File: src/trz_pkg.sv
// Shared constants, command and register codes, and the multiply-accumulate control type.
`timescale 1ns / 1ps
package trz_pkg;

  localparam int CoordW   = 16;
  localparam int ZW       = 24;
  localparam int RgbW     = 24;
  localparam int IdxW     = 16;
  localparam int CmdW     = 2;
  localparam int CfgIdxW  = 2;
  localparam int CfgDataW = 9;
  localparam int SizeW    = 9;
  localparam int DiffW    = 17;
  localparam int DzW      = 25;
  localparam int DzLoW    = 12;
  localparam int RelW     = 19;
  localparam int MulAW    = 38;
  localparam int MulBW    = 18;
  localparam int ProdW    = MulAW + MulBW;
  localparam int AccW     = 64;
  localparam int DetW     = 36;
  localparam int NumW     = 66;
  localparam int DenW     = DetW + 1;
  localparam int QuotW    = 26;
  localparam int ZSumW    = 28;
  localparam int InDataW  = 208;
  localparam int OutDataW = 48;

  localparam logic [CmdW-1:0] CMD_CLEAR = 2'd0;
  localparam logic [CmdW-1:0] CMD_DRAW  = 2'd1;
  localparam logic [CmdW-1:0] CMD_READ  = 2'd2;

  localparam logic [CfgIdxW-1:0] CFG_VIEW_WIDTH  = 2'd0;
  localparam logic [CfgIdxW-1:0] CFG_VIEW_HEIGHT = 2'd1;
  localparam logic [CfgIdxW-1:0] CFG_DEPTH_CULL  = 2'd2;

  localparam logic [RgbW-1:0]      GREY_COLOR = 24'h3C3C3C;
  localparam logic signed [ZW-1:0] DEPTH_MAX  = 24'sh7FFFFF;
  localparam logic signed [ZW-1:0] DEPTH_MIN  = -24'sh800000;

  // Control word that travels with a product into the accumulate stage.
  typedef struct packed {
    logic acc_en;  // accumulate the product in the following cycle
    logic first;   // start a fresh sum instead of adding to the old one
    logic neg;     // subtract the product
    logic shl;     // weight the product by 2^DzLoW
  } mac_ctrl_t;

endpackage

File: src/trz_div.sv
// Restoring divider, one quotient bit per cycle, with a saturating early exit.
`timescale 1ns / 1ps
module trz_div import trz_pkg::*; (
  input  logic             clk_i,
  input  logic             rst_ni,
  input  logic             start_i,
  input  logic [NumW-1:0]  num_i,
  input  logic [DenW-1:0]  den_i,
  output logic             done_o,
  output logic [QuotW-1:0] quot_o
);

  localparam int CntW = $clog2(QuotW);

  logic [NumW-1:0]  rem_q, dsh_q;
  logic [QuotW-1:0] quot_q;
  logic [CntW-1:0]  cnt_q;
  logic             busy_q, done_q;
  logic             ovf, ge;

  // A quotient beyond the bit budget saturates the depth anyway.
  assign ovf = num_i >= (NumW'(den_i) << QuotW);
  assign ge  = rem_q >= dsh_q;

  always_ff @(posedge clk_i or negedge rst_ni) begin
    if (!rst_ni) begin
      busy_q <= 1'b0;
      done_q <= 1'b0;
      cnt_q  <= '0;
      rem_q  <= '0;
      dsh_q  <= '0;
      quot_q <= '0;
    end else begin
      done_q <= 1'b0;
      if (start_i) begin
        if (ovf) begin
          quot_q <= '1;
          done_q <= 1'b1;
        end else begin
          rem_q  <= num_i;
          dsh_q  <= NumW'(den_i) << (QuotW - 1);
          cnt_q  <= CntW'(QuotW - 1);
          quot_q <= '0;
          busy_q <= 1'b1;
        end
      end else if (busy_q) begin
        if (ge) begin
          rem_q <= rem_q - dsh_q;
        end
        quot_q <= {quot_q[QuotW-2:0], ge};
        dsh_q  <= dsh_q >> 1;
        if (cnt_q == '0) begin
          busy_q <= 1'b0;
          done_q <= 1'b1;
        end else begin
          cnt_q <= cnt_q - 1'b1;
        end
      end
    end
  end

  assign done_o = done_q;
  assign quot_o = quot_q;

endmodule

File: config.mk
export PLATFORM = sky130hd
export DESIGN_NAME = trz_div
export DESIGN_NICKNAME = d
export VERILOG_FILES = /design/src/trz_pkg.sv /design/src/trz_div.sv
export SDC_FILE = /design/constraint.sdc
export NUM_CORES = 1
export LEC_CHECK = 0
export ABC_AREA = 1
export BUFFER_PORTS_ARGS = -buffer_cell sky130_fd_sc_hd__clkbuf_2
export CORE_MARGIN = 5
export CORE_UTILIZATION = 55
export CTS_CLUSTER_DIAMETER = 60
export DETAILED_ROUTE_END_ITERATION = 10
export PLACE_DENSITY = 0.73
export SKIP_CTS_REPAIR_TIMING = 1
export SYNTH_ARGS = -nofsm -noshare
export SYNTH_HDL_FRONTEND = slang
export SYNTH_SLANG_ARGS = --single-unit
export TNS_END_PERCENT = 10
File: constraint.sdc
create_clock -name clk_i -period 4.75 [get_ports clk_i]
set_input_delay 0.95 -clock clk_i [delete_from_list [all_inputs] [get_ports clk_i]]
set_output_delay 0.95 -clock clk_i [all_outputs]
set_load 0.01 [all_outputs]
==> flow_metrics.env <==
export IMPL_status="finished, final reports clean"
export IMPL_flow_area_growth_from_synthesis_pct=10.98
export IMPL_synth_instances=2309
export IMPL_synth_net_count=2517
export IMPL_placed_cells=2725
export IMPL_critPathKind="input port to register"
export IMPL_floorplan_die_width_um=169.9
export IMPL_std_cell_rows=58
export IMPL_diode_insertion_count_for_antenna_repair=0
export IMPL_area_of_combinational_cells_with_multiple_inputs_um2=8192
export IMPL_leakagePower_nw=8.953
export IMPL_coreArea_um2=25180
export IMPL_clkPwrFrac=0.128
export IMPL_holdCritPathClass="register to register"
export IMPL_required_ps=5130
export IMPL_final_setup_viol_count=0
export IMPL_p_sw_frac=0.5538
export IMPL_maximum_vdd_drop_uv=334.3
export IMPL_timing_critical_path_from_type="input port"
export IMPL_cts_tree="built"
export IMPL_synth_top_area_cell="sky130_fd_sc_hd__dfrtp_1"
export IMPL_filler_cell_count=2464
export IMPL_netSwitchingPower_mw=6.221
export IMPL_drv_slew=0
export IMPL_end_kind="register"
export IMPL_pwr_share_seq=0.189
export IMPL_crit_path_cell_trace="clkbuf_2 > inv_1 > ha_1 > a21oi_1 > nand2_1 > nand2_1 > nand2_1 > a21oi_1 > nand4_1 > nand2_2 > nand2_4 > nor2_8 > buf_12 > nand2_1 > nand2_1"
export IMPL_final_seq_area_um2=4029
export IMPL_drv_max_cap_violation_count=0
export IMPL_dr_first_iter_drc_count=1148
export IMPL_grt_pass1_vias=14090
export IMPL_drt_pre_antenna_iters=5
export IMPL_finalCoreUtilization=0.6193
export IMPL_route_detailed_wl_per_inst_um=16.15
export IMPL_synth_distinct_cells=41
export IMPL_drive_gt1_frac=0.08158
export IMPL_finalSetupTns_ps=0
export IMPL_num_nets_final=2622
export IMPL_tritoncts_num_buffers=17
export IMPL_gpl_final_weighted_congestion=1.012
export IMPL_tightestPinTransition_ps=990.2
export IMPL_synth_main_ff_cell="sky130_fd_sc_hd__dfrtp_1"
export IMPL_postRouteWirelength_um=44540
export IMPL_cts_root_buf="sky130_fd_sc_hd__clkbuf_16"
export IMPL_setup_skew_after_layout_ps=12.52
export IMPL_dp_final_hpwl_um=36210
export IMPL_clk_pin_slew_worst_paths_ps=70
export IMPL_post_synthesis_sequential_area_ratio=0.2867
export IMPL_floorplan_initialDensity=0.5581
export IMPL_clock_tree_htree_level_count=4
export IMPL_final_hold_violation_count=0
export IMPL_antenna_violating_nets_remaining=0
export IMPL_globalRouteOverflowTotal=0
export IMPL_synth_edf_count=0
export IMPL_layoutNonFillerInstCount=2757
export IMPL_cts_sink_count=161
export IMPL_power_density_nw_per_um2=720.4
export IMPL_pin_count_of_the_biggest_net_entering_global_routing=105
export IMPL_synth_avg_cell_area_um2=6.086
export IMPL_final_min_clock_period_ps=3671
export IMPL_synthDominantCellAreaShare=0.2867
export IMPL_asyncSetResetFlopFracSynth=1.000
export IMPL_cp_arrival_ps=4050
export IMPL_slowest_stage_delay_cp_ps=490
export IMPL_routed_via_count=14610
export IMPL_layout_worst_path_cycle_share=0.7729
export IMPL_chipHeight_um=169.9
export IMPL_hold_ws_ps=479.4
export IMPL_design_power_total_mw=11.24
export IMPL_fmax_ghz=0.2724
export IMPL_cp_max_fo=33
export IMPL_rsz_0062_raised_after_global_routing="false"
export IMPL_globalRouteTotalUtil=0.3102
export IMPL_die_area_um2=28850
export IMPL_clk_path_buf_depth=2
export IMPL_synthesis_warning_total=0
export IMPL_cell_internal_pwr_mw=5.014
export IMPL_drc_errors=0
export IMPL_initial_antenna_violation_count=1
export IMPL_yosys_register_bits=161
export IMPL_timing_critical_path_mode_cell="sky130_fd_sc_hd__nand2_1"
export IMPL_grt_pass1_wl_um=71730
export IMPL_synth_top_cells_by_area="sky130_fd_sc_hd__dfrtp_1 (29%), sky130_fd_sc_hd__nand2_1 (25%), sky130_fd_sc_hd__inv_1 (11%), sky130_fd_sc_hd__ha_1 (9.0%), sky130_fd_sc_hd__nor2_1 (4.5%)"
export IMPL_timing_max_slew_rel_slack=0.3399
export IMPL_pin_count=133
export IMPL_layout_commonest_cell="sky130_fd_sc_hd__nand2_1"
export IMPL_clk_latency_ps=450
export IMPL_input_output_buffers=132
export IMPL_share_comb_of_total_power=0.683
export IMPL_cp_slowest_cell="sky130_fd_sc_hd__nand2_2"
export IMPL_synth_area_um2=14050
export IMPL_most_common_layout_cells="sky130_fd_sc_hd__nand2_1 (918), sky130_fd_sc_hd__inv_1 (412), sky130_fd_sc_hd__nor2_1 (170)"
export IMPL_routed_via_density=5.299
-- metal layers --
layer	wire length, um	GRT usage	part of all wire	vias to the layer above
li1	-	-	-	7382
met1	19290	0.4024	0.43	6741
met2	21680	0.5450	0.49	417
met3	2351	0.03647	0.053	66
met4	1202	0.09205	0.027	2
met5	11	0	0.00025	-
-- final timing paths --
kind	from	endpoint	slack, ps	cells past startpoint
min	cnt_q[0]	cnt_q[0]	480	2
max	den_i[27]	rem_q[20]	1080	15
max reg2reg	dsh_q[41]	rem_q[20]	1610	13
min reg2reg	cnt_q[0]	cnt_q[0]	480	2
min in group asynchronous	rst_ni	rem_q[9]	580	1
max in group asynchronous	rst_ni	rem_q[46]	3320	2
-- kinds of logic (layout without fill, tap and decap cells) --
kind of cell / count (synthesis) / in the layout / synth area share
and+or+nand+nor: 1259 / 1259 / 0.3610
buffers and inverters: 475 / 593 / 0.1304
AOI/OAI and AO/OA: 286 / 286 / 0.1142
DFF: 161 / 161 / 0.2867
adders and majority gates: 102 / 102 / 0.09135
xor gates and xnor gates: 25 / 25 / 0.01558
muxes: 1 / 1 / 0.0007123
-- critical path: cells and delay by family --
family | cells | cell delay [ps]
AOI/OAI and AO/OA | 2 | 570
adders and majority gates | 1 | 290
and+or+nand+nor | 9 | 1810
buffers and inverters | 3 | 390
-- registers in the layout, summed over array words and instances (netlist names) --
signal  cells
busy_q      1
quot_o     26
done_o      1
rem_q      66
cnt_q       5
dsh_q      62
-- cell usage after synthesis (all sizes together) (3+ instances only) --
| master | n |
|---|---|
| o21ai | 129 |
| o221ai | 23 |
| buf | 19 |
| a21oi | 87 |
| inv | 417 |
| nor3 | 14 |
| nor2 | 173 |
| nand3b | 14 |
| xnor2 | 21 |
| o22ai | 25 |
| o21bai | 13 |
| dfrtp | 161 |
| a31oi | 3 |
| nand4 | 20 |
| and2 | 3 |
| ha | 101 |
| nor4 | 6 |
| xor2 | 4 |
| clkbuf | 37 |
| or2 | 6 |
| nand2 | 923 |
| nand3 | 100 |
-- per-stage QoR --
stage	setup slack, ps	instance area (um2)
after global placement	845.6	14990
after CTS	1184	15600
after global routing	1010	15600
after floorplan	2025	14050
after detailed placement	731.4	14990
final	1079	15600
-- cell type report --
type | instances | area share
clock buffer | 17 | 0.02728
clock inverter | 15 | 0.01171
multi-input combinational | 1673 | 0.5252
sequential | 161 | 0.2583
tap | 330 | 0.02647
timing repair buffer | 142 | 0.05014
inverter | 419 | 0.1008
-- power groups by stage --
stage | sequential, mW | clock (mW) | combinational, mW
4_1_cts | 2.12 | 1.45 | 7.57
3_3_place_gp | 2.12 | 0 | 7.41
2_1_floorplan | 2.10 | 0 | 5.40
6_report | 2.12 | 1.44 | 7.67
5_1_grt | 2.18 | 1.51 | 8.61
3_5_place_dp | 2.13 | 0 | 7.54
No activity file was read; power rests on OpenSTA's default activity.
