[src/trz_pkg.sv]
// Shared constants, command and register codes, and the multiply-accumulate control type.
`timescale 1ns / 1ps
package trz_pkg;

  localparam int CoordW   = 16;
  localparam int ZW       = 24;
  localparam int RgbW     = 24;
  localparam int IdxW     = 16;
  localparam int CmdW     = 2;
  localparam int CfgIdxW  = 2;
  localparam int CfgDataW = 9;
  localparam int SizeW    = 9;
  localparam int DiffW    = 17;
  localparam int DzW      = 25;
  localparam int DzLoW    = 12;
  localparam int RelW     = 19;
  localparam int MulAW    = 38;
  localparam int MulBW    = 18;
  localparam int ProdW    = MulAW + MulBW;
  localparam int AccW     = 64;
  localparam int DetW     = 36;
  localparam int NumW     = 66;
  localparam int DenW     = DetW + 1;
  localparam int QuotW    = 26;
  localparam int ZSumW    = 28;
  localparam int InDataW  = 208;
  localparam int OutDataW = 48;

  localparam logic [CmdW-1:0] CMD_CLEAR = 2'd0;
  localparam logic [CmdW-1:0] CMD_DRAW  = 2'd1;
  localparam logic [CmdW-1:0] CMD_READ  = 2'd2;

  localparam logic [CfgIdxW-1:0] CFG_VIEW_WIDTH  = 2'd0;
  localparam logic [CfgIdxW-1:0] CFG_VIEW_HEIGHT = 2'd1;
  localparam logic [CfgIdxW-1:0] CFG_DEPTH_CULL  = 2'd2;

  localparam logic [RgbW-1:0]      GREY_COLOR = 24'h3C3C3C;
  localparam logic signed [ZW-1:0] DEPTH_MAX  = 24'sh7FFFFF;
  localparam logic signed [ZW-1:0] DEPTH_MIN  = -24'sh800000;

  // Control word that travels with a product into the accumulate stage.
  typedef struct packed {
    logic acc_en;  // accumulate the product in the following cycle
    logic first;   // start a fresh sum instead of adding to the old one
    logic neg;     // subtract the product
    logic shl;     // weight the product by 2^DzLoW
  } mac_ctrl_t;

endpackage

[src/trz_mac.sv]
// Shared signed multiplier with a product register and a 64-bit accumulator.
`timescale 1ns / 1ps
module trz_mac import trz_pkg::*; (
  input  logic                    clk_i,
  input  logic                    rst_ni,
  input  logic signed [MulAW-1:0] a_i,
  input  logic signed [MulBW-1:0] b_i,
  input  mac_ctrl_t               ctrl_i,
  output logic signed [AccW-1:0]  acc_o
);

  logic signed [ProdW-1:0] prod_q;
  mac_ctrl_t               ctrl_q;
  logic signed [AccW-1:0]  acc_q, acc_d, term;

  always_ff @(posedge clk_i or negedge rst_ni) begin
    if (!rst_ni) begin
      ctrl_q <= '0;
    end else begin
      ctrl_q <= ctrl_i;
    end
  end

  always_ff @(posedge clk_i) begin
    prod_q <= a_i * b_i;
    acc_q  <= acc_d;
  end

  always_comb begin
    term = AccW'(prod_q);
    if (ctrl_q.shl) begin
      term = term <<< DzLoW;
    end
    if (ctrl_q.neg) begin
      term = -term;
    end
    if (ctrl_q.acc_en) begin
      acc_d = (ctrl_q.first ? '0 : acc_q) + term;
    end else begin
      acc_d = acc_q;
    end
  end

  assign acc_o = acc_q;

endmodule

[config.mk]
export PLATFORM = sky130hd
export DESIGN_NAME = trz_mac
export DESIGN_NICKNAME = d
export VERILOG_FILES = /design/src/trz_pkg.sv /design/src/trz_mac.sv
export SDC_FILE = /design/constraint.sdc
export NUM_CORES = 2
export LEC_CHECK = 0
export ABC_AREA = 1
export BUFFER_PORTS_ARGS = -buffer_cell sky130_fd_sc_hd__buf_2
export CORE_ASPECT_RATIO = 1.75
export CORE_MARGIN = 2
export CORE_UTILIZATION = 60
export CTS_CLUSTER_SIZE = 24
export DETAILED_ROUTE_END_ITERATION = 12
export PLACE_DENSITY = 0.87
export SLEW_MARGIN = 20
export SYNTH_ARGS = -nofsm -noshare
export SYNTH_HDL_FRONTEND = slang
export SYNTH_SLANG_ARGS = --single-unit
[constraint.sdc]
create_clock -name clk_i -period 3.3 [get_ports clk_i]
set_input_delay 0.33 -clock clk_i [delete_from_list [all_inputs] [get_ports clk_i]]
set_output_delay 0.33 -clock clk_i [all_outputs]
set_load 0.01 [all_outputs]
==> results.json, run 1 <==
{
  "synth_area_sq_um": 36030,
  "start_util": 0.6070,
  "yosysSeqAreaShare": 0.08724,
  "ys_ff_latch": 124,
  "dp_hpwl_um": 111600,
  "cts_inserted_buffers": 17,
  "grt_pass1_vias": 57740,
  "dieWidth_um": 189.2,
  "failed_stage": "global routing",
  "die_h_um": 328.2,
  "clk_path_buf_depth": 2,
  "dpl-instance-area_sq_um": 44740,
  "place.gp.congestion": 1.072,
  "outcome": "aborted with a tool error",
  "ys_warn_count": 0,
  "portBuffers": 125,
  "grt_max_degree": 40,
  "h-tree-depth": 4,
  "cts.sinks": 124,
  "syn_area_per_cell_sq_um": 7.085,
  "firstError": "[ERROR GRT-0116] Global routing finished with congestion. Check the congestion regions in the DRC Viewer.",
  "grt-ovfl-total": 1960,
  "syn_inst": 5085,
  "root_buffer": "clkbuf_16",
  "rows": 118,
  "netlist-cell-type-count": 45,
  "syn_nets": 5994,
  "grt_pass1_wl_um": 387300,
  "pin_count": 126,
  "grt.total_usage": 0.8104
}
==> synthesized netlist by cell type (all sizes together) <==
cell | count | area, sq um
nand2 | 1366 | 5200
nand3 | 129 | 650.6
dfxtp | 56 | 1121
o31ai | 1 | 12.51
nor3 | 29 | 161.4
o21ai | 158 | 820.8
clkbuf | 116 | 435.4
edfxtp | 64 | 1922
inv | 1356 | 5095
nand4 | 39 | 244.0
o21bai | 21 | 157.7
and3 | 3 | 18.77
xor2 | 102 | 893.4
or2 | 9 | 56.30
o211ai | 2 | 15.01
nor4 | 7 | 43.79
and2 | 5 | 31.28
xnor2 | 28 | 245.2
dfrtp | 4 | 100.1
a21oi | 153 | 769.5
o21a | 4 | 30.03
nor2 | 488 | 1929
fa | 650 | 13010
a21o | 13 | 97.59
buf | 60 | 331.6
nand3b | 2 | 15.01
a21boi | 8 | 60.06
ha | 197 | 2465
a31oi | 15 | 93.84
==> cells by family after synthesis <==
group / count (synthesis) / synth area share
AND/OR/NAND/NOR: 2077 / 0.2318
buffers and inverters: 1532 / 0.1627
adder cells (fa/ha/maj): 847 / 0.4296
AO/OA/AOI/OAI: 375 / 0.05709
XOR/XNOR: 130 / 0.03160
flip-flops: 124 / 0.08724
==> stage by stage <==
| stage | utilization | setup slack [ns] | instances |
|---|---|---|---|
| after detailed placement | 0.7538 | -2.815 | 6613 |
| after CTS | 0.8784 | -1.848 | 6853 |
| after floorplan | - | -1.901 | 5085 |
| after global placement | 0.7538 | -2.627 | 6613 |
==> routing by layer <==
metal  track usage  overflow
met5        0.3038        16
met4        0.8851       552
met3        0.6231        44
met2         1.032      1326
met1        0.7513        22
==> timing repair <==
item                                    in CTS
setup buffers                              200
gates cloned                                14
resized for setup                         1363
pin swaps                                  513
endpoints found under the setup margin     103
hold endpoints to repair                     8
hold buffers                                 5
==> run 2: changes to the inputs <==
- CORE_ASPECT_RATIO: 1.75 -> default
- CORE_UTILIZATION: 60 -> 40
- CTS_CLUSTER_SIZE: 24 -> default
- PLACE_DENSITY: 0.87 -> default
- PLACE_DENSITY_LB_ADDON: default -> 0.15
- clock period: 3.3 -> 4.3 ns (I/O delays scaled with it)
==> run 2 against run 1 <==
The flow now finishes, with violations (setup timing). Synthesized cell count unchanged. Area after synthesis did not move.
==> results.json, run 2 <==
{
  "violations": "setup timing",
  "grt_pass1_vias": 34470,
  "dp_hpwl_um": 102200,
  "syn_area_per_cell_sq_um": 7.085,
  "clk_latency_ns": 0.47,
  "wirelength_um": 123500,
  "ys_warn_count": 0,
  "grt_pass1_wl_um": 191600,
  "worstSetupEndpointType": "flop",
  "core_area_sq_um": 89600,
  "worstMarginPinSlew_ns": 0.8071,
  "drv_slew": 0,
  "postRouteAntennaNets": 0,
  "dr.pass1.iters": 6,
  "drtIter0Drc": 2358,
  "setup_viol": 46,
  "async_flop_share": 0.03226,
  "largest_reg_flops": 64,
  "cts.sinks": 124,
  "synth_area_sq_um": 36030,
  "worstHoldPathType": "in -> reg",
  "synth.top_cells.by_count": "1,349 x inv_1, 1,343 x nand2_1, 650 x fa_1, 461 x nor2_1, 197 x ha_1",
  "dieWidth_um": 304.1,
  "syn_nets": 5994,
  "nFillCells": 8695,
  "cts_tree": "done",
  "ys_ff_latch": 124,
  "drv_cap": 0,
  "cp_max_fo": 8,
  "place.gp.congestion": 0.9642,
  "die_h_um": 304.1,
  "h-tree-depth": 4,
  "cp.arrival_ns": 5.56,
  "fmax_mhz": 192.4,
  "dpl_worst_slack_ns": -1.909,
  "outcome": "finished with violations",
  "yosysSeqAreaShare": 0.08724,
  "grt.total_usage": 0.2649,
  "layout_common_cells": "1,201 x inv_1, 1,163 x nand2_1, 606 x fa_1",
  "netlist-cell-type-count": 45,
  "dieArea_sq_um": 92490,
  "synth-edff-count": 64,
  "drive_gt1_frac": 0.2855,
  "final_net_count": 6584,
  "crit_required_ns": 4.67,
  "synth.top_cell.area_share": 0.3612,
  "final_common_cell": "inv_1",
  "syn_inst": 5085,
  "startpoint_type": "input port",
  "finalCritPeriodShare": 1.209,
  "worst-setup-path-type": "in -> reg",
  "fin_crit_ns": 5.197,
  "portBuffers": 125,
  "rsz0062_at_grt": "true",
  "n_antenna_cell": 0,
  "vias_per_cell": 4.851,
  "yosys_most_used_dff": "edfxtp_1",
  "via_count": 33290,
  "pin_count": 126,
  "yosysTopAreaCell": "fa_1",
  "start_util": 0.4021,
  "clk_path_buf_depth": 2,
  "cts_inserted_buffers": 17,
  "grt_max_degree": 56,
  "clkTransAtPathRegs_ns": 0.07,
  "drcViolationCount": 0,
  "area_growth_pct": 33.53,
  "hold_violations": 0,
  "root_buffer": "clkbuf_16",
  "maxSlewHeadroom": 0.4620,
  "timing.clock.skew_ns": 0.01358,
  "antenna_found_initial": 1,
  "fin_ws_ns": -0.8967,
  "grt-ovfl-total": 0,
  "netlist_top_cells_area": "fa_1 36%, inv_1 14%, nand2_1 14%, ha_1 6.8%, edfxtp_1 5.3%",
  "synthMostInstantiatedCell": "inv_1",
  "rows": 110,
  "wl_per_cell_um": 17.99
}
## run 2: cell counts after synthesis
No cell type changed its count.
## run 2: timing repair
item | CTS | global route
resized for setup | 423 | 540
gates cloned | 7 | 11
setup endpoints to repair | 47 | 81
pin swaps | 166 | 293
hold buffers | 1 | 0
hold endpoints to repair | 4 | 0
setup buffers | 41 | 71
## run 2: stage by stage
stage / TNS (ns) / util / cells / instance area [sq um] / hold WS [ns]
final: -34.11 / 0.5369 / 6864 / 48110 / 0.07807
after detailed placement: -72.47 / 0.4782 / 6717 / 42840 / 0.2428
after floorplan: -32.41 / - / 5085 / 38460 / 0.1344
after CTS: -32.58 / 0.5088 / 6795 / 45590 / 0.04744
after global routing: -41.57 / 0.5369 / 6864 / 48110 / 0.06054
after global placement: -70.87 / 0.4782 / 6717 / 42840 / 0.2372
## run 2: path summary, 6_finish.rpt
kind | from | to | slack, ns | cells past startpoint
max reg2reg | ctrl_q[0] | acc_o[53] | 0.19 | 20
min in group asynchronous | rst_ni | ctrl_q[2] | 0.31 | 2
min | ctrl_i[0] | ctrl_q[0] | 0.08 | 1
max | b_i[17] | prod_q[55] | -0.90 | 25
min reg2reg | acc_o[0] | acc_o[0] | 0.71 | 3
max in group asynchronous | rst_ni | ctrl_q[1] | 3.86 | 2
## run 2: worst max-delay path, stage by stage
cell	delay (ns)
buf_6	0.07
inv_4	0.03
buf_12	0.14
buf_12	0.15
clkbuf_16	0.16
or2_2	0.28
fa_1	0.46
fa_1	0.51
inv_1	0.05
fa_1	0.48
inv_1	0.05
fa_1	0.46
fa_1	0.49
inv_1	0.05
fa_1	0.55
ha_4	0.23
nand2_1	0.12
nor2_1	0.07
nor2_1	0.17
nor2_1	0.06
nor2_1	0.15
nand2_1	0.10
nand3b_1	0.17
nand2_1	0.07
nand2_1	0.06
## run 2: cells by family after synthesis
family	synth area share
xor gates and xnor gates	0.03160
DFF	0.08724
AOI/OAI and AO/OA	0.05709
adders and majority gates	0.4296
buffers and inverters	0.1627
and+or+nand+nor	0.2318
## run 2: layout make-up
cell class / count / area, sq um / share of cell area
Sequential cell: 124 / 3148 / 0.06544
Clock inverter: 10 / 143.9 / 0.002991
Timing Repair Buffer: 747 / 6967 / 0.1448
Multi-Input combinational cell: 3429 / 30730 / 0.6388
Clock buffer: 22 / 528.0 / 0.01098
Tap cell: 1176 / 1471 / 0.03059
Inverter: 1356 / 5117 / 0.1064
## run 2: layer usage
layer / share of wire / wire length [um] / track usage / up-vias
met1: 0.46 / 56650 / 0.3697 / 16420
li1: - / - / - / 15940
met3: 0.048 / 5881 / 0.02632 / 135
met4: 0.019 / 2361 / 0.04431 / 0
met5: 0 / 0 / 0 / -
met2: 0.47 / 58620 / 0.4519 / 800
Power of run 2 is left out: the tool's default activity adds up to more than one toggle a clock period on the data nets, which glitch-free logic cannot reach.
